## src/sv/spp_pkg.sv

```systemverilog
package spp_pkg;

  // Result fields, last member in the lowest bits: placed sits at bit 0
  typedef struct packed {
    logic [15:0] placed_count;
    logic [15:0] piece_tag;
    logic [15:0] placed_height;
    logic [15:0] placed_width;
    logic [15:0] place_y;
    logic [7:0]  place_x;
    logic        placed;
  } spp_result_t;

  // Broadcast command from the sequencer to every column cell
  typedef struct packed {
    logic        clear;   // zero the height
    logic        shift;   // rotate the ring by one column
    logic        raise;   // add lift to the head cell while shifting
    logic [15:0] lift;
  } spp_cell_cmd_t;

  localparam logic [0:0] CFG_SHEET_WIDTH  = 1'b0;
  localparam logic [0:0] CFG_SHEET_HEIGHT = 1'b1;

endpackage

```

## src/sv/spp_cell.sv

```systemverilog
module spp_cell (
  input  logic                   clk,
  input  logic                   rst_n,
  input  spp_pkg::spp_cell_cmd_t cmd,
  input  logic                   head,
  input  logic [15:0]            h_in,
  output logic [15:0]            h_out
);
  import spp_pkg::*;

  logic [15:0] h_r;
  logic [15:0] h_nxt;

  // Take height from the neighbor, or clear it; the head cell may rise on the way
  always_comb begin
    h_nxt = h_r;
    if (cmd.clear) begin
      h_nxt = '0;
    end else if (cmd.shift) begin
      h_nxt = h_in;
      if (head && cmd.raise) begin
        h_nxt = h_in + cmd.lift;
      end
    end
  end

  always_ff @(posedge clk) begin
    if (!rst_n) begin
      h_r <= '0;
    end else begin
      h_r <= h_nxt;
    end
  end

  assign h_out = h_r;

endmodule

```

## config.mk

```make
export PLATFORM = sky130hd
export DESIGN_NAME = spp_cell
export DESIGN_NICKNAME = d
export VERILOG_FILES = /design/src/sv/spp_pkg.sv /design/src/sv/spp_cell.sv
export SDC_FILE = /design/constraint.sdc
export NUM_CORES = 1
export LEC_CHECK = 0
export BUFFER_PORTS_ARGS = -buffer_cell sky130_fd_sc_hd__clkbuf_2
export CORE_MARGIN = 5
export CORE_UTILIZATION = 52
export CTS_CLUSTER_DIAMETER = 200
export DETAILED_ROUTE_END_ITERATION = 6
export GPL_TIMING_DRIVEN = 0
export PLACE_DENSITY = 0.93
export SKIP_LAST_GASP = 1
export SLEW_MARGIN = 20
export SYNTH_ARGS = -nofsm -noshare
export SYNTH_HDL_FRONTEND = slang
export SYNTH_SLANG_ARGS = --single-unit
export TNS_END_PERCENT = 5
```

## constraint.sdc

```tcl
create_clock -name clk -period 3.8 [get_ports clk]
set_input_delay 0 -clock clk [delete_from_list [all_inputs] [get_ports clk]]
set_output_delay 0 -clock clk [all_outputs]
set_load 0.05 [all_outputs]
```

==> impl_results.md, run 1 <==
* Status: completed
* CTS tree: yes
* Setup Skew at 0 ns
* Worst-case reg-to-reg path depth at 4
* Placed cell count at about 260
* Core ar. at between 2000 and 2500 um^2
* Count leader, synth: a21oi_1
* Max cap viols at 0
* Share of layout cells above drive strength 1 at 24.6%
* Largest register FFs at 16
* Largest area contributor in the netlist: dfxtp_1
* Total negative slack at 0 ns
* Die Ht at 61.2 um
* Gate count of the mapped netlist at 181
* Die area at 3750 um^2
* Synth cell count leaders: 27 x a21oi_1, 21 x nand2_1, 16 x dfxtp_1, 16 x o21ai_0, 15 x ha_1
* Fmax at 376 MHz
* Max-slew violations at 0
* Cts bufs inserted at 3
* Drt wl/cell at 14.7 um
* DR iter-0 viols at 71
* Place WS at 1.42 ns
* Critical path cell sequence: dlygate4sd3_1, clkbuf_2, ha_1, fa_1, a21o_1, a221oi_2, o221a_2, nor2b_1, or4_1, a21oi_1, o32ai_1
* DPL Wire Length at 3.03 mm
* Hold Path Sink: h_out[11]$_SDFFE_PP0P_
* Vias post-DR at between 1,500 and 2,000
* Synth async-reset ratio at 0%
* CTS sink cnt at 16
* Netlist cell types at 35
* Final Worst Setup Slack at 1.14 ns
* Post-synth EDFFs at 0
* RSZ-0062 raised after global routing: no
* CP Max Fanout at 3
* Vias in the first global route at 1,513
* Mapped Area at 1360 um^2
* I/O Buffers at 52
* Initial antenna violation count at 0
* CP max-delay cell: dlygate4sd3_1
* Root Buffer: clkbuf_4
* Hold path start: h_in[11]
* Antenna fix cells at 0
* Die W at roughly 61 um
* WHS at 0.00283 ns
* Row count at 18
* Worst rel slew slack at 60.9%
* Nets at 295
* Area share of the largest cell type after synthesis at between 20% and 30%
* Synth warnings at 0
* Final setup viols at 0
* Sequential element share of the synthesized area at 23.5%
* CP max stage delay at 0.54 ns
* Final instance area at 1730 um^2
* Post-Synthesis Net Count at 235
* CP endpoint kind: register
* DRC at 0
* Total wire length at 3.96 mm
* GRT Resource Usage Total at 22.5%
* Detail Route Antenna Nets at 0
* RePlAce Congestion at 0.920
* Fin crit share at between 60% and 70%
* Cell Area, Placed at 1660 um^2
* Top cells by area, synth: dfxtp_1 23%, ha_1 14%, a21oi_1 9.9%
* Post-synth top flop: dfxtp_1
* Finished Layout Cells at 270
* P per Cell Area at 293 nW/um^2
* Reg2reg start: h_out[14]$_SDFFE_PP0P_
* WP data arrival at approximately 2.8 ns
* Worst Hold Path Cells at 3
* Maximum VDD drop at 0.307 mV
* Starting Density at between 50% and 60%
* Leakage power at 0.000815 uW
* Global-route wire length before repair at 6.42 mm
* Grt ovf at 0
* Final Hold Fails at 0
* Io pins at between 50 and 60
* RR Endpoint: h_out[14]$_SDFFE_PP0P_
* Syn_area_per_cell at 7.53 um^2
* Min-delay worst type: in -> reg
* Clk_lat worst skew at about 0.29 ns
* H-tree depth at 1
* Largest net degree at the start of global routing at 11
* #FFs+latches synth at 16
* Area growth, synth to finish at 26.7%
* Kind of critical path: in -> reg
* Worst Max-Slew Pin Slew at between 0.5 and 0.6 ns
* Min Tclk post-route at 2.66 ns
* Required time of the critical path at 3.96 ns
* CTS max path bufs at 2
* Number of vias per cell at 5.76
* Number of iterations in the first detailed-routing pass at 4
* Reg2reg setup slack at 3.03 ns
* Worst-path clk slew at 0.10 ns
* Cts repair resizes at 0
* CP Launch Type: input pin
## routing by layer
metal	wire length, um	vias up	GRT usage (%)	part of all wire (%)
li1	-	784	-	-
met1	1640	700	28.5	41
met2	1900	64	37.5	48
met3	376	8	4.82	9.5
met4	42	0	8.36	1.1
met5	0	-	0	0
## cell usage in the layout, fill, tap and decap left out, types with 3 or more instances in the layout
cell type,count
nand2_1,21
and3_1,3
clkbuf_4,3
xor2_1,7
clkbuf_1,9
o211ai_1,5
nor2_1,11
xnor2_1,6
ha_1,15
nor3_1,3
inv_1,3
nand3_1,5
a21oi_1,27
dlygate4sd3_1,3
dfxtp_1,16
clkbuf_2,52
o21ai_0,16
a21o_1,4
a31oi_1,5
## metrics by stage
step	utilization [%]	power [uW]
after global placement	66.5	383
after detailed placement	66.5	387
after global routing	69.1	537
final	69.1	506
after CTS	69.1	507
after floorplan	-	331
## layout make-up
| type | count | area [um^2] |
|---|---|---|
| multi-input combinational | 151 | 990 |
| fill | 228 | 772 |
| sequential | 16 | 320 |
| timing repair buffer | 55 | 290 |
| buffer | 11 | 42.5 |
| tap | 30 | 37.5 |
| clock buffer | 4 | 36.3 |
| inverter | 3 | 11.3 |
## kinds of logic after synthesis
logic type	share of synthesized area (%)
xor gates and xnor gates	8.35
adders and majority gates	15.2
AOI/OAI and AO/OA	30.6
DFF	23.5
muxes	1.47
buffers and inverters	3.94
and+or+nand+nor	16.9
## worst max-delay path by stage
| stage | start | end | depth (start not counted) |
|---|---|---|---|
| floorplan | cmd[0] | h_out[12]$_SDFFE_PP0P_ | 9 |
| global placement | cmd[0] | h_out[12]$_SDFFE_PP0P_ | 10 |
| detailed placement | cmd[0] | h_out[12]$_SDFFE_PP0P_ | 10 |
| CTS | h_in[0] | h_out[12]$_SDFFE_PP0P_ | 11 |
| global route | h_in[0] | h_out[12]$_SDFFE_PP0P_ | 11 |
| finish | h_in[0] | h_out[12]$_SDFFE_PP0P_ | 11 |
## what timing repair did
item | 4_1_cts | 5_1_grt
hold buffers | 3 | 0
endpoints found under the hold margin | 3 | 0
buffers inserted | 0 | 0
## power by group
group	switching [uW]	internal, uW	leakage, uW
logic	128	82.2	0.000663
registers	3.95	175	0.000131
clock network	57.9	58.4	0.0000210
total	190	316	0.000815
## worst max-delay path, delay by kind of cell
kind,cells,cell delay (ns)
AOI/OAI and AO/OA,5,1.10
adders and majority gates,2,0.62
buffers and inverters,2,0.65
and+or+nand+nor,2,0.45
Note: power is estimated with default switching activity, not from simulation.
==> run 2, diff against run 1 <==
ABC_AREA = 1   (was unset)
CORE_UTILIZATION = 47   (was 52)
PLACE_DENSITY = 0.85   (was 0.93)
clock period = 2.43 ns   (was 3.8 ns; I/O delays follow)
==> impl_results.md, run 2 <==
* Maximum VDD drop at 0.255 mV
* Die Ht at 70.5 um
* Hold Path Sink: h_out[5]$_SDFFE_PP0P_
* Kind of critical path: in -> reg
* CP bufs+invs at 1
* Post-synthesis mux area share at 0%
* Setup Fix Bufs, Post-CTS at 0
* Area share of the largest cell type after synthesis at 20.7%
* Status: completed
* Cts repair resizes at 0
* Worst rel slew slack at between 60% and 70%
* Top cell family by delay on the critical path: adder cells
* Psw at around 340 uW
* Reg2reg start: h_out[4]$_SDFFE_PP0P_
* Syn_area_per_cell at 6.04 um^2
* Clock Power Share at 25.7%
* Number of iterations in the first detailed-routing pass at 4
* Cts bufs inserted at 3
* Clk_lat worst skew at about 0.24 ns
* I/O Buffers at 53
* Post-synth EDFFs at 0
* Final Hold Fails at 0
* Worst-case reg-to-reg path depth at 2
* Synth async-reset ratio at 0%
* Worst-path clk slew at roughly 0.060 ns
* Setup Skew at 0 ns
* Core ar. at about 3600 um^2
* Required time of the critical path at 2.54 ns
* Xor/xnor cell area share of the yosys netlist at between 2 and 2.5%
* P per Cell Area at 426 nW/um^2
* Nets at 397
* Vias in the first global route at 1,829
* Global-route wire length before repair at 7.50 mm
* Synth cell count leaders: 95 x nand2_1, 39 x inv_1, 25 x nor2_1
* Worst Hold Path Cells at 4
* Vias post-DR at 1,916
* Sequential Area at 320 um^2
* Synth Area in Adders at roughly 12%
* Critical path cell sequence: clkbuf_2, ha_1, fa_1, nand2_1, nand2_2, and2_4, nand2_1, nand2_1, xnor2_1, nand2_1, nand2_1, a21oi_2
* Io pins at 54
* RSZ-0062 raised after global routing: no
* Starting Density at 47.7%
* Fmax at roughly 730 MHz
* Total negative slack at 0 ns
* CP Max Fanout at 3
* CP dominant cell by count: nand2_1
* Largest area contributor in the netlist: nand2_1
* Netlist cell types at 26
* Simple-Gate Fraction of Synth Area at a little over two fifths
* Power share of the combinational group at 43.2%
* Reg2reg setup slack at approximately 1.8 ns
* Detail Route Antenna Nets at 0
* CTS sink cnt at 16
* Initial antenna violation count at 0
* WHS at a little under 0.07 ns
* Sw Ratio at 37.6%
* Area of the multi-input gates at 1200 um^2
* Share of layout cells above drive strength 1 at between 20% and 30%
* Largest net degree at the start of global routing at 11
* H-tree depth at 1
* Leakage power at 0.00118 uW
* DPL Wire Length at 3.73 mm
* CP max stage delay at a little over 0.4 ns
* #FFs+latches synth at 16
* Top cells by area, synth: nand2_1 21%, dfxtp_1 19%, ha_1 11%
* Drt wl/cell at 11.1 um
* Hold path start: cmd[18]
* Reg power frac at 31.1%
* RR Endpoint: h_out[4]$_SDFFE_PP0P_
* Grt ovf at 0
* Post-Synthesis Net Count at 339
* CTS tree: yes
* Worst Max-Slew Pin Slew at 0.542 ns
* CTS max path bufs at 2
* Antenna fix cells at 0
* Row count at 22
* Cell internal pwr at about 560 uW
* Max-slew violations at 0
* RePlAce Congestion at 0.912
* Fin crit share at 56.3%
* CP Launch Type: input pin
* Area fraction in compound gates after synthesis at 12.1%
* Final setup viols at 0
* Post-synth top flop: dfxtp_1
* Total wire length at 4.34 mm
* WP data arrival at 1.48 ns
* GRT Resource Usage Total at 18.2%
* Max cap viols at 0
* CP max-delay cell: fa_1
* Number of vias per cell at 4.91
* Mapped Area at 1720 um^2
* Most frequent cells in the layout: 95 x nand2_1, 53 x clkbuf_2, 39 x inv_1, 25 x nor2_1, 22 x nand3_1
* Root Buffer: clkbuf_8
* Sequential element share of the synthesized area at 18.6%
* Commonest non-fill, non-tap cell in the layout: nand2_1
* Die area at just under 5000 um^2
* CP endpoint kind: register
* Area growth, synth to finish at 22.1%
* Die W at 70.5 um
* Min Tclk post-route at ~1.4 ns
* Gate count of the mapped netlist at 285
* DR iter-0 viols at 121
* Largest register FFs at 16
* Count leader, synth: nand2_1
* Fill cells at between 300 and 400
* Hold-fix buffers at CTS at 0
* Largest family of logic cells by synthesized area: simple AND/OR/NAND/NOR gates
* Min-delay worst type: in -> reg
* Synth warnings at 0
* DRC at 0
==> run 2: cell types whose count changed after synthesis, sizes merged, moves of 6 or more <==
cell / delta
o21ai: -12
nand3: +19
nand2: +83
xor2: -6
nor2: +16
inv: +41
==> run 2: cell families (layout without fill, tap and decap cells) <==
logic type / Yosys count / after routing
fa+ha+maj: 16 / 16
buf+inv: 51 / 108
xor+xnor: 4 / 4
simple gates: 164 / 164
compound gates: 34 / 34
flops: 16 / 16
==> run 2: worst max path at each step <==
stage	cells after the start	slack (ns)	start	to
2_1_floorplan	11	1.02	cmd[0]	h_out[8]$_SDFFE_PP0P_
5_1_grt	12	0.94	cmd[0]	h_out[8]$_SDFFE_PP0P_
4_1_cts	12	1.05	cmd[0]	h_out[8]$_SDFFE_PP0P_
3_3_place_gp	12	0.80	cmd[0]	h_out[8]$_SDFFE_PP0P_
6_report	12	1.06	cmd[0]	h_out[8]$_SDFFE_PP0P_
3_5_place_dp	12	0.79	cmd[0]	h_out[8]$_SDFFE_PP0P_
==> run 2: final cells by class <==
cell class                 instances  area share (%)
tap                               48            2.86
sequential                        16            15.2
buffer                             6            1.31
multi-input combinational        218            57.3
timing repair buffer              53            12.6
clock buffer                       4            2.62
inverter                          45            8.04
==> run 2: power by group through the flow <==
stage	clock network, uW	logic (uW)	registers [uW]
final	230	386	279
after global routing	251	435	280
after CTS	235	387	279
after detailed placement	0	385	284
after global placement	0	377	284
after floorplan	0	249	323
==> run 2: per-layer routing <==
layer	up-vias	GRT usage, %	routed length (um)
met1	833	21.2	1890
met5	-	0	0
li1	1017	-	-
met4	0	2.34	8
met3	2	5.18	376
met2	64	33.5	2060
==> run 2: through the flow <==
step	instances	power [uW]	utilization (%)	setup WS, ns	cell area, um^2
finish	390	895	58.3	1.06	2100
global route	390	966	58.3	0.944	2100
CTS	390	901	58.3	1.05	2100
detailed placement	386	670	56.7	0.787	2050
global placement	386	661	56.7	0.796	2050
floorplan	285	572	-	1.02	1720
==> run 2: worst register-to-register path, delay by kind of cell (launching register included) <==
kind | cells | cell delay [ns]
AO/OA/AOI/OAI | 2 | 0.21
flip-flops | 1 | 0.31
